--- config.mk ---
export PLATFORM = sky130hd
export DESIGN_NAME = sliding_window_congestion_control_unit
export DESIGN_NICKNAME = d
export VERILOG_FILES = /design/src/hdl/swcc_pkg.sv /design/src/hdl/swcc_mod_unit.sv /design/src/hdl/swcc_datapath.sv /design/src/hdl/swcc_ctrl.sv /design/src/hdl/sliding_window_congestion_control_unit.sv
export SDC_FILE = /design/constraint.sdc
export NUM_CORES = 2
export LEC_CHECK = 0
export ABC_AREA = 1
export BUFFER_PORTS_ARGS = -buffer_cell sky130_fd_sc_hd__buf_4
export CORE_ASPECT_RATIO = 2
export CORE_MARGIN = 2
export CORE_UTILIZATION = 63
export CTS_CLUSTER_DIAMETER = 60
export DETAILED_ROUTE_END_ITERATION = 10
export PLACE_DENSITY = 0.92
export SLEW_MARGIN = 25
export SYNTH_ARGS = -nofsm -noshare
export SYNTH_HDL_FRONTEND = slang
export SYNTH_SLANG_ARGS = --single-unit
--- constraint.sdc ---
create_clock -name clk -period 10.9 [get_ports clk]
set_clock_uncertainty 0.05 [all_clocks]
set_input_delay 0.545 -clock clk [delete_from_list [all_inputs] [get_ports clk]]
set_output_delay 0.545 -clock clk [all_outputs]
set_load 0.1 [all_outputs]
--- src/hdl/swcc_pkg.sv ---
// Shared types and constants for the sliding-window congestion controller.
// No dependencies; every other file in the block imports this package.
package swcc_pkg;

  // Opcodes of an input word.
  typedef enum logic [1:0] {
    OP_START = 2'd0,
    OP_SYNC  = 2'd1,
    OP_ACK   = 2'd2,
    OP_TIMER = 2'd3
  } swcc_op_t;

  // Result status codes.
  typedef enum logic [3:0] {
    ST_STARTED  = 4'd0,
    ST_HANDSHK  = 4'd1,
    ST_ACK_OK   = 4'd2,
    ST_DONE     = 4'd3,
    ST_DUP      = 4'd4,
    ST_DUP_HALF = 4'd5,
    ST_TMO_QTR  = 4'd6,
    ST_NO_TMO   = 4'd7,
    ST_IGNORED  = 4'd8
  } swcc_status_t;

  // Transfer phase.
  typedef enum logic [1:0] {
    PH_IDLE = 2'd0,
    PH_SYNC = 2'd1,
    PH_SEND = 2'd2,
    PH_DONE = 2'd3
  } swcc_phase_t;

  // Controller states.
  typedef enum logic [2:0] {
    C_IDLE,
    C_STEP_A,
    C_STEP_B,
    C_STEP_C,
    C_DIV,
    C_ADJ,
    C_SETTLE,
    C_FIN
  } swcc_state_t;

  // Configuration register indexes.
  localparam logic CFG_PAYLOAD = 1'b0;
  localparam logic CFG_MAXWIN  = 1'b1;

  localparam int CWND_W = 24;
  localparam int RTT_W  = 27;

  // Commands from the controller to the datapath.
  typedef struct packed {
    logic load;
    logic step_a;
    logic step_b;
    logic step_c;
    logic adj;
    logic settle;
    logic out_load;
  } swcc_cmd_t;

  // Status from the datapath to the controller.
  typedef struct packed {
    logic need_div;
    logic need_settle;
    logic div_done;
  } swcc_sts_t;

endpackage

--- src/hdl/swcc_mod_unit.sv ---
// Bit-serial remainder unit: dividend modulo a 16-bit divisor, one bit a cycle.
// Depends on swcc_pkg for the window width.
module swcc_mod_unit (
  input  logic                        clk,
  input  logic                        rst_n,
  input  logic                        start,
  input  logic [swcc_pkg::CWND_W-1:0] dividend,
  input  logic [15:0]                 divisor,
  output logic                        done,
  output logic [15:0]                 remainder
);
  import swcc_pkg::*;

  localparam int CNT_W = $clog2(CWND_W);

  logic              busy_r, busy_nxt;
  logic              done_r, done_nxt;
  logic [CNT_W-1:0]  cnt_r, cnt_nxt;
  logic [CWND_W-1:0] sh_r, sh_nxt;
  logic [15:0]       part_r, part_nxt;
  logic [16:0]       trial;

  // One restoring step: bring in the next dividend bit and subtract if it fits.
  always_comb begin
    trial    = {part_r, sh_r[CWND_W-1]};
    busy_nxt = busy_r;
    done_nxt = 1'b0;
    cnt_nxt  = cnt_r;
    sh_nxt   = sh_r;
    part_nxt = part_r;
    if (start) begin
      busy_nxt = 1'b1;
      cnt_nxt  = '0;
      sh_nxt   = dividend;
      part_nxt = '0;
    end else if (busy_r) begin
      part_nxt = (trial >= {1'b0, divisor}) ? 16'(trial - {1'b0, divisor}) : trial[15:0];
      sh_nxt   = sh_r << 1;
      cnt_nxt  = cnt_r + CNT_W'(1);
      if (cnt_r == CNT_W'(CWND_W - 1)) begin
        busy_nxt = 1'b0;
        done_nxt = 1'b1;
      end
    end
  end

  always_ff @(posedge clk) begin
    if (!rst_n) begin
      busy_r <= 1'b0;
      done_r <= 1'b0;
      cnt_r  <= '0;
    end else begin
      busy_r <= busy_nxt;
      done_r <= done_nxt;
      cnt_r  <= cnt_nxt;
    end
    sh_r   <= sh_nxt;
    part_r <= part_nxt;
  end

  assign done      = done_r;
  assign remainder = part_r;

endmodule

--- src/hdl/swcc_datapath.sv ---
// Datapath: configuration, window state, RTT estimator, output word register.
// Depends on swcc_pkg and swcc_mod_unit.
module swcc_datapath #(
  parameter int SW = 32
) (
  input  logic                 clk,
  input  logic                 rst_n,
  input  swcc_pkg::swcc_cmd_t  cmd,
  output swcc_pkg::swcc_sts_t  sts,
  input  logic                 cfg_we,
  input  logic                 cfg_index,
  input  logic [23:0]          cfg_wdata,
  input  logic [1:0]           in_opcode,
  input  logic [31:0]          in_ack_number,
  input  logic [23:0]          in_elapsed_q8,
  input  logic [31:0]          in_transfer_bytes,
  output logic [3:0]           out_status,
  output logic [31:0]          out_window_first,
  output logic [31:0]          out_window_last,
  output logic [23:0]          out_window_bytes,
  output logic [31:0]          out_remaining_bytes,
  output logic [31:0]          out_timeout_interval_q8
);
  import swcc_pkg::*;

  // Configuration.
  logic [15:0]       pay_r;
  logic [23:0]       maxw_r;
  // Transfer state.
  swcc_phase_t       phase_r;
  logic [SW-1:0]     first_r, last_r;
  logic [CWND_W-1:0] cwnd_r;
  logic [31:0]       rem_r;
  logic [RTT_W-1:0]  rtt_r, dev_r;
  logic [31:0]       rto_r;
  logic [1:0]        dup_r;
  // Current word and work registers.
  swcc_op_t          op_r;
  logic [SW-1:0]     ack_r, d_r;
  logic [23:0]       smp_r;
  logic [31:0]       tot_r;
  logic              hit_r;
  logic              grow_r;
  logic [CWND_W-1:0] c_r;
  swcc_status_t      status_r;
  // Output word.
  logic [3:0]        o_status_r;
  logic [31:0]       o_first_r, o_last_r, o_rem_r, o_rto_r;
  logic [23:0]       o_cwnd_r;

  logic [15:0]       pay;
  logic [SW-1:0]     d_a;
  logic [29:0]       rtt_sum;
  logic [RTT_W-1:0]  diff;
  logic [28:0]       dev_sum;
  logic              need_div, need_settle;
  logic [CWND_W-1:0] div_arg;
  logic              div_done;
  logic [15:0]       div_rem;
  logic [24:0]       adj_c;
  logic [31:0]       lo;
  logic [31:0]       set_c;

  assign pay = (pay_r == 16'd0) ? 16'd1 : pay_r;

  // Step A arithmetic: ack offset and smoothed RTT.
  assign d_a     = ack_r - first_r;
  assign rtt_sum = ({3'd0, rtt_r} << 3) - {3'd0, rtt_r} + 30'(smp_r);

  // Step B arithmetic: deviation.
  always_comb begin
    diff    = (RTT_W'(smp_r) > rtt_r) ? RTT_W'(smp_r) - rtt_r : rtt_r - RTT_W'(smp_r);
    dev_sum = 29'(dev_r) + (29'(dev_r) << 1) + 29'(diff);
  end

  // Step C decision: is a resize due, does it need a remainder, and which
  // window value it starts from.
  always_comb begin
    need_div    = 1'b0;
    need_settle = 1'b0;
    div_arg     = cwnd_r;
    case (op_r)
      OP_START: begin
        need_settle = (tot_r != 32'd0);
        div_arg     = CWND_W'(pay);
      end
      OP_ACK: begin
        if (phase_r == PH_SEND) begin
          if (hit_r) begin
            if (rem_r != 32'd0) begin
              if (cwnd_r < maxw_r) need_div = 1'b1;
              else begin
                need_settle = 1'b1;
                div_arg     = maxw_r;
              end
            end
          end else if (dup_r == 2'd2) begin
            need_div = 1'b1;
            div_arg  = cwnd_r >> 1;
          end
        end
      end
      OP_TIMER: begin
        if (phase_r == PH_SEND && 32'(smp_r) > rto_r) begin
          need_div = 1'b1;
          div_arg  = cwnd_r >> 2;
        end
      end
      default: ;
    endcase
  end

  swcc_mod_unit u_mod (
    .clk      (clk),
    .rst_n    (rst_n),
    .start    (cmd.step_c & need_div),
    .dividend (div_arg),
    .divisor  (pay),
    .done     (div_done),
    .remainder(div_rem)
  );

  assign sts.need_div    = need_div;
  assign sts.need_settle = need_settle;
  assign sts.div_done    = div_done;

  // Round a shrunk window up, or grow to the next payload multiple.
  always_comb begin
    if (grow_r) begin
      adj_c = 25'(c_r) + 25'(pay) - 25'(div_rem);
      if (adj_c > 25'(maxw_r)) adj_c = 25'(maxw_r);
    end else begin
      adj_c = 25'(c_r) + ((div_rem != 16'd0) ? 25'(pay - div_rem) : 25'd0);
    end
  end

  // Settle: cap by bytes left, floor at min(payload, bytes left).
  always_comb begin
    lo    = (32'(pay) < rem_r) ? 32'(pay) : rem_r;
    set_c = 32'(c_r);
    if (set_c > rem_r) set_c = rem_r;
    if (set_c < lo) set_c = lo;
  end

  // Configuration writes.
  always_ff @(posedge clk) begin
    if (!rst_n) begin
      pay_r  <= 16'd1024;
      maxw_r <= 24'd65536;
    end else if (cfg_we) begin
      case (cfg_index)
        CFG_PAYLOAD: pay_r  <= cfg_wdata[15:0];
        CFG_MAXWIN:  maxw_r <= cfg_wdata;
        default: ;
      endcase
    end
  end

  // Item registers.
  always_ff @(posedge clk) begin
    if (cmd.load) begin
      op_r  <= swcc_op_t'(in_opcode);
      ack_r <= SW'(in_ack_number);
      smp_r <= in_elapsed_q8;
      tot_r <= in_transfer_bytes;
    end
  end

  // Transfer state updates, one command at a time.
  always_ff @(posedge clk) begin
    if (!rst_n) begin
      phase_r  <= PH_IDLE;
      first_r  <= '0;
      last_r   <= '0;
      cwnd_r   <= '0;
      rem_r    <= '0;
      rtt_r    <= '0;
      dev_r    <= '0;
      rto_r    <= '0;
      dup_r    <= '0;
      hit_r    <= 1'b0;
      grow_r   <= 1'b0;
      status_r <= ST_IGNORED;
    end else begin
      if (cmd.step_a) begin
        d_r      <= d_a;
        hit_r    <= (d_a != '0) && (65'(d_a) <= 65'(cwnd_r));
        status_r <= ST_IGNORED;
        if (op_r == OP_ACK && phase_r == PH_SEND && d_a != '0 && 65'(d_a) <= 65'(cwnd_r)) begin
          rtt_r <= RTT_W'(rtt_sum >> 3);
        end
      end
      if (cmd.step_b && op_r == OP_ACK && phase_r == PH_SEND && hit_r) begin
        dev_r   <= RTT_W'(dev_sum >> 2);
        rem_r   <= (65'(d_r) > 65'(rem_r)) ? 32'd0 : rem_r - 32'(d_r);
        first_r <= ack_r;
      end
      if (cmd.step_c) begin
        c_r    <= div_arg;
        grow_r <= (op_r == OP_ACK) && hit_r;
        case (op_r)
          OP_START: begin
            rem_r   <= tot_r;
            first_r <= '0;
            dup_r   <= '0;
            if (tot_r == 32'd0) begin
              phase_r  <= PH_DONE;
              cwnd_r   <= '0;
              last_r   <= '1;
              status_r <= ST_DONE;
            end else begin
              phase_r  <= PH_SYNC;
              status_r <= ST_STARTED;
            end
          end
          OP_SYNC: begin
            if (phase_r == PH_SYNC) begin
              rtt_r    <= RTT_W'(smp_r) * RTT_W'(6);
              dev_r    <= RTT_W'(smp_r) * RTT_W'(3);
              rto_r    <= 32'(smp_r) * 32'd18;
              phase_r  <= PH_SEND;
              status_r <= ST_HANDSHK;
            end
          end
          OP_ACK: begin
            if (phase_r == PH_SEND) begin
              if (hit_r) begin
                rto_r <= 32'(rtt_r) + (32'(dev_r) << 2);
                if (rem_r == 32'd0) begin
                  phase_r  <= PH_DONE;
                  cwnd_r   <= '0;
                  last_r   <= first_r - SW'(1);
                  dup_r    <= '0;
                  status_r <= ST_DONE;
                end else begin
                  status_r <= ST_ACK_OK;
                end
              end else if (dup_r == 2'd2) begin
                status_r <= ST_DUP_HALF;
              end else begin
                dup_r    <= dup_r + 2'd1;
                status_r <= ST_DUP;
              end
            end
          end
          OP_TIMER: begin
            if (phase_r == PH_SEND) begin
              if (32'(smp_r) > rto_r) begin
                rto_r    <= rto_r[31] ? 32'hFFFF_FFFF : rto_r << 1;
                status_r <= ST_TMO_QTR;
              end else begin
                status_r <= ST_NO_TMO;
              end
            end
          end
          default: ;
        endcase
      end
      if (cmd.adj) begin
        c_r <= CWND_W'(adj_c);
      end
      if (cmd.settle) begin
        cwnd_r <= CWND_W'(set_c);
        last_r <= first_r + SW'(set_c) - SW'(1);
        dup_r  <= '0;
      end
    end
  end

  // Output word register.
  always_ff @(posedge clk) begin
    if (cmd.out_load) begin
      o_status_r <= status_r;
      o_first_r  <= 32'(first_r);
      o_last_r   <= 32'(last_r);
      o_cwnd_r   <= cwnd_r;
      o_rem_r    <= rem_r;
      o_rto_r    <= rto_r;
    end
  end

  assign out_status              = o_status_r;
  assign out_window_first        = o_first_r;
  assign out_window_last         = o_last_r;
  assign out_window_bytes        = o_cwnd_r;
  assign out_remaining_bytes     = o_rem_r;
  assign out_timeout_interval_q8 = o_rto_r;

endmodule

--- src/hdl/swcc_ctrl.sv ---
// Controller: sequences the datapath steps and runs both handshakes.
// Depends on swcc_pkg.
module swcc_ctrl (
  input  logic                clk,
  input  logic                rst_n,
  input  logic                in_valid,
  output logic                in_stall,
  output logic                out_valid,
  input  logic                out_stall,
  output swcc_pkg::swcc_cmd_t cmd,
  input  swcc_pkg::swcc_sts_t sts
);
  import swcc_pkg::*;

  swcc_state_t state_r, state_nxt;
  logic        ovalid_r, ovalid_nxt;
  logic        out_free;

  assign out_free = !ovalid_r || !out_stall;

  // Next state.
  always_comb begin
    state_nxt = state_r;
    case (state_r)
      C_IDLE:   if (in_valid) state_nxt = C_STEP_A;
      C_STEP_A: state_nxt = C_STEP_B;
      C_STEP_B: state_nxt = C_STEP_C;
      C_STEP_C: begin
        if (sts.need_div) state_nxt = C_DIV;
        else if (sts.need_settle) state_nxt = C_SETTLE;
        else state_nxt = C_FIN;
      end
      C_DIV:    if (sts.div_done) state_nxt = C_ADJ;
      C_ADJ:    state_nxt = C_SETTLE;
      C_SETTLE: state_nxt = C_FIN;
      C_FIN:    if (out_free) state_nxt = C_IDLE;
      default:  state_nxt = C_IDLE;
    endcase
  end

  // Outputs and commands.
  always_comb begin
    cmd          = '0;
    in_stall     = (state_r != C_IDLE);
    cmd.load     = (state_r == C_IDLE) && in_valid;
    cmd.step_a   = (state_r == C_STEP_A);
    cmd.step_b   = (state_r == C_STEP_B);
    cmd.step_c   = (state_r == C_STEP_C);
    cmd.adj      = (state_r == C_ADJ);
    cmd.settle   = (state_r == C_SETTLE);
    cmd.out_load = (state_r == C_FIN) && out_free;
    ovalid_nxt   = cmd.out_load ? 1'b1 : (ovalid_r && out_stall);
  end

  always_ff @(posedge clk) begin
    if (!rst_n) begin
      state_r  <= C_IDLE;
      ovalid_r <= 1'b0;
    end else begin
      state_r  <= state_nxt;
      ovalid_r <= ovalid_nxt;
    end
  end

  assign out_valid = ovalid_r;

endmodule

--- src/hdl/sliding_window_congestion_control_unit.sv ---
// Channel   Direction  Handshake             Contents
// in_       input      in_valid / in_stall   opcode, ack number, elapsed, length
// out_      output     out_valid / out_stall status, window, bytes left, timeout
// cfg_      input      cfg_we                payload size, maximum window
// A word is accepted when idle, then runs steps A, B, C and the output load; a
// resize adds a settle step, after a bit-serial remainder by the payload size
// and an adjust step if needed. The result sits in an output register, so the
// next word is taken once it is loaded. Reset (rst_n low, synchronous) idles
// the block with an empty output; a stalled output holds its word.
module sliding_window_congestion_control_unit #(
  parameter int SEQUENCE_WIDTH = 32
) (
  input  logic        clk,
  input  logic        rst_n,
  input  logic        cfg_we,
  input  logic        cfg_index,
  input  logic [23:0] cfg_wdata,
  input  logic        in_valid,
  output logic        in_stall,
  input  logic [1:0]  in_opcode,
  input  logic [31:0] in_ack_number,
  input  logic [23:0] in_elapsed_q8,
  input  logic [31:0] in_transfer_bytes,
  output logic        out_valid,
  input  logic        out_stall,
  output logic [3:0]  out_status,
  output logic [31:0] out_window_first,
  output logic [31:0] out_window_last,
  output logic [23:0] out_window_bytes,
  output logic [31:0] out_remaining_bytes,
  output logic [31:0] out_timeout_interval_q8
);
  import swcc_pkg::*;

  swcc_cmd_t cmd;
  swcc_sts_t sts;

  swcc_ctrl u_ctrl (
    .clk      (clk),
    .rst_n    (rst_n),
    .in_valid (in_valid),
    .in_stall (in_stall),
    .out_valid(out_valid),
    .out_stall(out_stall),
    .cmd      (cmd),
    .sts      (sts)
  );

  swcc_datapath #(.SW(SEQUENCE_WIDTH)) u_dp (
    .clk                    (clk),
    .rst_n                  (rst_n),
    .cmd                    (cmd),
    .sts                    (sts),
    .cfg_we                 (cfg_we),
    .cfg_index              (cfg_index),
    .cfg_wdata              (cfg_wdata),
    .in_opcode              (in_opcode),
    .in_ack_number          (in_ack_number),
    .in_elapsed_q8          (in_elapsed_q8),
    .in_transfer_bytes      (in_transfer_bytes),
    .out_status             (out_status),
    .out_window_first       (out_window_first),
    .out_window_last        (out_window_last),
    .out_window_bytes       (out_window_bytes),
    .out_remaining_bytes    (out_remaining_bytes),
    .out_timeout_interval_q8(out_timeout_interval_q8)
  );

endmodule

==> run_summary.xml, run 1 <==
<?xml version="1.0" encoding="UTF-8"?>
<metrics>
  <group name="synth">
    <metric name="synth_top_cell_area_share" unit="%">20.4</metric>
    <metric name="post_synth_top_area_cell" unit="">sky130_fd_sc_hd__edfxtp_1</metric>
    <metric name="ys_async_sr_fraction" unit="%">0</metric>
    <metric name="netlist_area" unit="mm²">0.0480</metric>
    <metric name="yosysSeqAreaShare" unit="%">32.2</metric>
    <metric name="post-synth-top-count-cell" unit="">sky130_fd_sc_hd__nand2_1</metric>
    <metric name="synth_flop_cell" unit="">sky130_fd_sc_hd__edfxtp_1</metric>
    <metric name="syn-instance-count" unit="">6226</metric>
    <metric name="synthTopCellsByCount" unit="">sky130_fd_sc_hd__nand2_1 (1,021), sky130_fd_sc_hd__inv_1 (905), sky130_fd_sc_hd__a21oi_1 (783)</metric>
    <metric name="post_synth_num_cell_types" unit="">74</metric>
    <metric name="synth_seq_cells" unit="">609</metric>
    <metric name="syn-mean-instance-area" unit="µm²">7.70</metric>
    <metric name="synth_top_cells_by_area" unit="">sky130_fd_sc_hd__edfxtp_1 (20%), sky130_fd_sc_hd__ha_1 (15%), sky130_fd_sc_hd__dfxtp_1 (12%)</metric>
    <metric name="ys.warnings.count" unit="">0</metric>
    <metric name="synth_enable_flop_cells" unit="">326</metric>
  </group>
  <group name="placed_design">
    <metric name="placed_cells" unit="">7411</metric>
    <metric name="gp_congestion" unit="">1.11</metric>
    <metric name="portBuffers" unit="">277</metric>
    <metric name="hpwl_after_detailed_placement" unit="mm">161</metric>
  </group>
  <group name="global_routing">
    <metric name="gr-usage-all-layers" unit="%">58.7</metric>
    <metric name="grt_pass1_vias" unit="">53400</metric>
    <metric name="globalRouteOverflowTotal" unit="">3</metric>
    <metric name="wire_length_of_the_first_global_routing_pass" unit="mm">335</metric>
    <metric name="pin_count_of_the_biggest_net_entering_global_routing" unit="">108</metric>
  </group>
  <group name="status">
    <metric name="first-error" unit="">[ERROR GRT-0116] Global routing finished with congestion. Check the congestion regions in the DRC Viewer.</metric>
    <metric name="failed_stage" unit="">5_1_grt</metric>
    <metric name="outcome" unit="">aborted with a tool error</metric>
  </group>
  <group name="cts">
    <metric name="cts.htree.levels" unit="">2</metric>
    <metric name="tritoncts.num_buffers" unit="">57</metric>
    <metric name="numClockSinks" unit="">609</metric>
    <metric name="cts.root.buffer_cell" unit="">sky130_fd_sc_hd__clkbuf_16</metric>
    <metric name="cts_buffer_depth" unit="">3</metric>
  </group>
  <group name="floorplanning">
    <metric name="num_rows" unit="">143</metric>
    <metric name="floorplan.io_pins" unit="">278</metric>
    <metric name="die_h" unit="µm">394</metric>
    <metric name="chip_width" unit="µm">199</metric>
    <metric name="start_util" unit="%">63.4</metric>
  </group>
</metrics>
[cells by family after synthesis]
group / count (synthesis) / share of synthesized area, %
simple gates: 1933 / 17.1
fa+ha+maj: 649 / 18.1
other cells: 2 / 0.0157
buf+inv: 1102 / 8.77
flops: 609 / 32.2
mux: 7 / 0.146
xor+xnor: 176 / 3.21
compound gates: 1748 / 20.4
[per-stage QoR]
stage          area, µm²  util [%]  worst slack, ps
2_1_floorplan      48100         -             1750
3_3_place_gp       51100      67.6             2150
3_5_place_dp       51100      67.6             2090
4_1_cts            53900      71.2             2070
[layer usage]
metal	GRT usage [%]	GRT overflow
met2	87.7	2
met3	26.2	0
met4	68.8	1
met1	54.8	0
met5	1.60	0
[repair_timing]
action | in CTS
hold buffers | 69
gates resized for setup | 0
hold endpoints to repair | 69
setup buffers | 0
==> inputs of run 2 (changes only) <==
CORE_ASPECT_RATIO = unset   (was 2)
CORE_UTILIZATION = 40   (was 63)
CTS_CLUSTER_DIAMETER = unset   (was 60)
PLACE_DENSITY = unset   (was 0.92)
PLACE_DENSITY_LB_ADDON = 0.15   (was unset)
==> run_summary.xml, run 2 <==
<?xml version="1.0" encoding="UTF-8"?>
<metrics>
  <group name="placed_design">
    <metric name="placement.setup.worst_slack" unit="ps">2120</metric>
    <metric name="placed_cells" unit="">8001</metric>
    <metric name="gp_congestion" unit="">0.984</metric>
    <metric name="portBuffers" unit="">277</metric>
    <metric name="placed_cell_area" unit="mm²">0.0518</metric>
    <metric name="hpwl_after_detailed_placement" unit="mm">149</metric>
  </group>
  <group name="finish">
    <metric name="area_delta_synth_final" unit="%">15.7</metric>
    <metric name="finish.cell_count_without_fillers" unit="">8239</metric>
    <metric name="finish.instance_area" unit="mm²">0.0555</metric>
    <metric name="design.final.nets" unit="">7327</metric>
    <metric name="fraction_of_layout_cells_with_a_size_suffix_above_1" unit="%">8.50</metric>
    <metric name="leading_cell_type_in_the_layout_fill_and_taps_excluded" unit="">sky130_fd_sc_hd__nand2_1</metric>
    <metric name="highest_count_cells_in_the_layout_ignoring_fill_and_taps" unit="">sky130_fd_sc_hd__nand2_1 (1,019), sky130_fd_sc_hd__inv_1 (901), sky130_fd_sc_hd__a21oi_1 (780)</metric>
  </group>
  <group name="synth">
    <metric name="syn-instance-count" unit="">6226</metric>
    <metric name="netlist_area" unit="mm²">0.0480</metric>
    <metric name="synth_top_cells_by_area" unit="">sky130_fd_sc_hd__edfxtp_1 (20%), sky130_fd_sc_hd__ha_1 (15%), sky130_fd_sc_hd__dfxtp_1 (12%)</metric>
    <metric name="post_synth_num_cell_types" unit="">74</metric>
    <metric name="synth_seq_cells" unit="">609</metric>
    <metric name="yosysSeqAreaShare" unit="%">32.2</metric>
    <metric name="syn-mean-instance-area" unit="µm²">7.70</metric>
    <metric name="post-synth-top-count-cell" unit="">sky130_fd_sc_hd__nand2_1</metric>
    <metric name="synth_flop_cell" unit="">sky130_fd_sc_hd__edfxtp_1</metric>
    <metric name="post_synth_top_area_cell" unit="">sky130_fd_sc_hd__edfxtp_1</metric>
    <metric name="ys.warnings.count" unit="">0</metric>
    <metric name="ys_async_sr_fraction" unit="%">0</metric>
    <metric name="synth_enable_flop_cells" unit="">326</metric>
    <metric name="synth_top_cell_area_share" unit="%">20.4</metric>
    <metric name="synthTopCellsByCount" unit="">sky130_fd_sc_hd__nand2_1 (1,021), sky130_fd_sc_hd__inv_1 (905), sky130_fd_sc_hd__a21oi_1 (783)</metric>
  </group>
  <group name="sta">
    <metric name="share_of_the_cycle_needed_by_the_critical_path_after_routing" unit="%">82.8</metric>
    <metric name="post_route_minimum_period" unit="ps">9020</metric>
    <metric name="rsz0062_at_grt" unit="">false</metric>
    <metric name="worst-slew-pin-transition" unit="ps">1110</metric>
    <metric name="setup-violations-final" unit="">0</metric>
    <metric name="final-hold-violation-count" unit="">0</metric>
    <metric name="worst_slack" unit="ps">1880</metric>
    <metric name="slew-limit-headroom" unit="%">26.3</metric>
    <metric name="setup_tns" unit="ps">0</metric>
    <metric name="maxSlewViolCount" unit="">0</metric>
    <metric name="whs" unit="ps">40.5</metric>
    <metric name="fmax" unit="MHz">111</metric>
  </group>
  <group name="global_routing">
    <metric name="grt_pass1_vias" unit="">44100</metric>
    <metric name="pin_count_of_the_biggest_net_entering_global_routing" unit="">114</metric>
    <metric name="gr-usage-all-layers" unit="%">30.2</metric>
    <metric name="globalRouteOverflowTotal" unit="">0</metric>
    <metric name="antenna_found_initial" unit="">11</metric>
    <metric name="wire_length_of_the_first_global_routing_pass" unit="mm">279</metric>
  </group>
  <group name="pwr">
    <metric name="p_sw_share" unit="%">36.8</metric>
    <metric name="leakagePower" unit="nW">24.6</metric>
    <metric name="pwr-share-seq" unit="%">32.5</metric>
    <metric name="cell_internal_pwr" unit="mW">5.07</metric>
    <metric name="share_clk_of_total_power" unit="%">35.0</metric>
    <metric name="power.share.combinational" unit="%">32.5</metric>
    <metric name="vdd_drop_max" unit="V">0.000112</metric>
    <metric name="power_density" unit="mW/mm²">145</metric>
    <metric name="total_switching_power" unit="mW">2.96</metric>
  </group>
  <group name="routing">
    <metric name="wirelength" unit="mm">189</metric>
    <metric name="drt_pass1_iterations" unit="">6</metric>
    <metric name="num_vias" unit="">45800</metric>
    <metric name="via_per_inst" unit="">5.56</metric>
    <metric name="drt_iter0_markers" unit="">3987</metric>
    <metric name="detail_route.wl_per_cell" unit="µm">23.0</metric>
    <metric name="antenna_left" unit="">0</metric>
    <metric name="route.detailed.drc" unit="">0</metric>
  </group>
  <group name="floorplanning">
    <metric name="floorplan.io_pins" unit="">278</metric>
    <metric name="die_h" unit="µm">350</metric>
    <metric name="die-area" unit="mm²">0.123</metric>
    <metric name="num_rows" unit="">127</metric>
    <metric name="placeableCoreArea" unit="mm²">0.119</metric>
    <metric name="start_util" unit="%">40.1</metric>
    <metric name="chip_width" unit="µm">350</metric>
  </group>
  <group name="cts">
    <metric name="cts_buffer_depth" unit="">3</metric>
    <metric name="cts.root.buffer_cell" unit="">sky130_fd_sc_hd__clkbuf_16</metric>
    <metric name="cts.hold.buffers_added" unit="">87</metric>
    <metric name="cts.htree.levels" unit="">3</metric>
    <metric name="cts-resized-gates" unit="">0</metric>
    <metric name="numClockSinks" unit="">609</metric>
    <metric name="cts_clock_pin_slew_for_the_worst_setup_and_hold_paths" unit="ps">60</metric>
    <metric name="postCtsSetupBuffers" unit="">0</metric>
    <metric name="worstSkewPairLatency" unit="ps">690</metric>
    <metric name="tritoncts.num_buffers" unit="">77</metric>
    <metric name="tritoncts" unit="">done</metric>
  </group>
  <group name="setup_path">
    <metric name="worstPathMaxFanout" unit="">32</metric>
    <metric name="cp_num_buf_inv" unit="">5</metric>
    <metric name="critPathMaxStageDelay" unit="ps">800</metric>
    <metric name="crit_top_cell" unit="">sky130_fd_sc_hd__nand2_1</metric>
    <metric name="cpMaxStageDelayCell" unit="">sky130_fd_sc_hd__inv_1</metric>
    <metric name="critical_path.top_delay_family" unit="">simple AND/OR/NAND/NOR gates</metric>
    <metric name="critical_path.endpoint_type" unit="">flop</metric>
    <metric name="timing.critical_path.from_type" unit="">flop</metric>
    <metric name="critical_path_source" unit="">u_dp.rem_r[11]$_SDFF_PN0_</metric>
    <metric name="r2r_cell_count" unit="">48</metric>
    <metric name="critical_path_depth" unit="">48</metric>
    <metric name="critical_path.reg2reg.startpoint" unit="">u_dp.rem_r[11]$_SDFF_PN0_</metric>
    <metric name="timing.critical_path.required" unit="ps">11440</metric>
    <metric name="critPathArrivalTime" unit="ps">9560</metric>
    <metric name="critPathKind" unit="">flop to flop</metric>
  </group>
  <group name="worst_hold_path">
    <metric name="hold_path_startpoint" unit="">in_ack_number[15]</metric>
    <metric name="min_path_type" unit="">input pin to flop</metric>
    <metric name="hold_path_cell_cnt" unit="">1</metric>
  </group>
  <group name="flow_run">
    <metric name="timing.max_cap.violations" unit="">0</metric>
  </group>
  <group name="status">
    <metric name="outcome" unit="">complete, no violations</metric>
  </group>
</metrics>
## run 2: kinds of logic (layout without fill, tap and decap cells)
family	after synthesis	after routing	share of synthesized area, %
simple gates	1933	1933	17.1
flops	609	609	32.2
mux	7	7	0.146
compound gates	1748	1748	20.4
fa+ha+maj	649	649	18.1
other cells	2	35	0.0157
buf+inv	1102	1470	8.77
xor+xnor	176	176	3.21
## run 2: final cells by class
class / instances / area, µm²
fillers: 12100 / 64000
clock buffers: 95 / 2040
repair buffers: 410 / 3330
well taps: 1612 / 2020
flip-flops and latches: 609 / 15500
clock inverters: 49 / 703
inverters: 916 / 3440
diodes: 4 / 10.0
multi-input cells: 4544 / 28500
## run 2: worst paths after layout
check	slack (ps)	to
hold reg to reg	380	u_dp.out_window_last[15]$_DFFE_PP_
setup reg to reg	1880	u_dp.last_r[29]$_SDFFE_PN0P_
setup / recovery	1880	u_dp.last_r[29]$_SDFFE_PN0P_
hold / removal	40	u_dp.ack_r[15]$_DFFE_PP_
## run 2: power groups by stage
stage	Clock (mW)	Combinational (mW)	Sequential, mW
floorplan	0	1.79	2.62
global placement	0	2.51	2.65
detailed placement	0	2.52	2.65
CTS	2.85	2.56	2.61
global route	2.94	2.90	2.61
finish	2.81	2.60	2.61
## run 2: metal layers
layer  track usage [%]  part of all wire, %  vias to the layer above
met1              40.1                   43                    21600
met3              3.57                  6.1                      391
met5                 0               0.0069                        -
met4              13.1                  4.7                        2
li1                  -                    -                    22000
met2              49.4                   46                     1725
## run 2: per-stage QoR
step           power (mW)  util (%)
2_1_floorplan        4.42         -
3_3_place_gp         5.16      43.4
3_5_place_dp         5.17      43.4
4_1_cts              8.02      46.4
5_1_grt              8.45      46.4
6_report             8.02      46.4
Power figures use the tool's default switching activity.
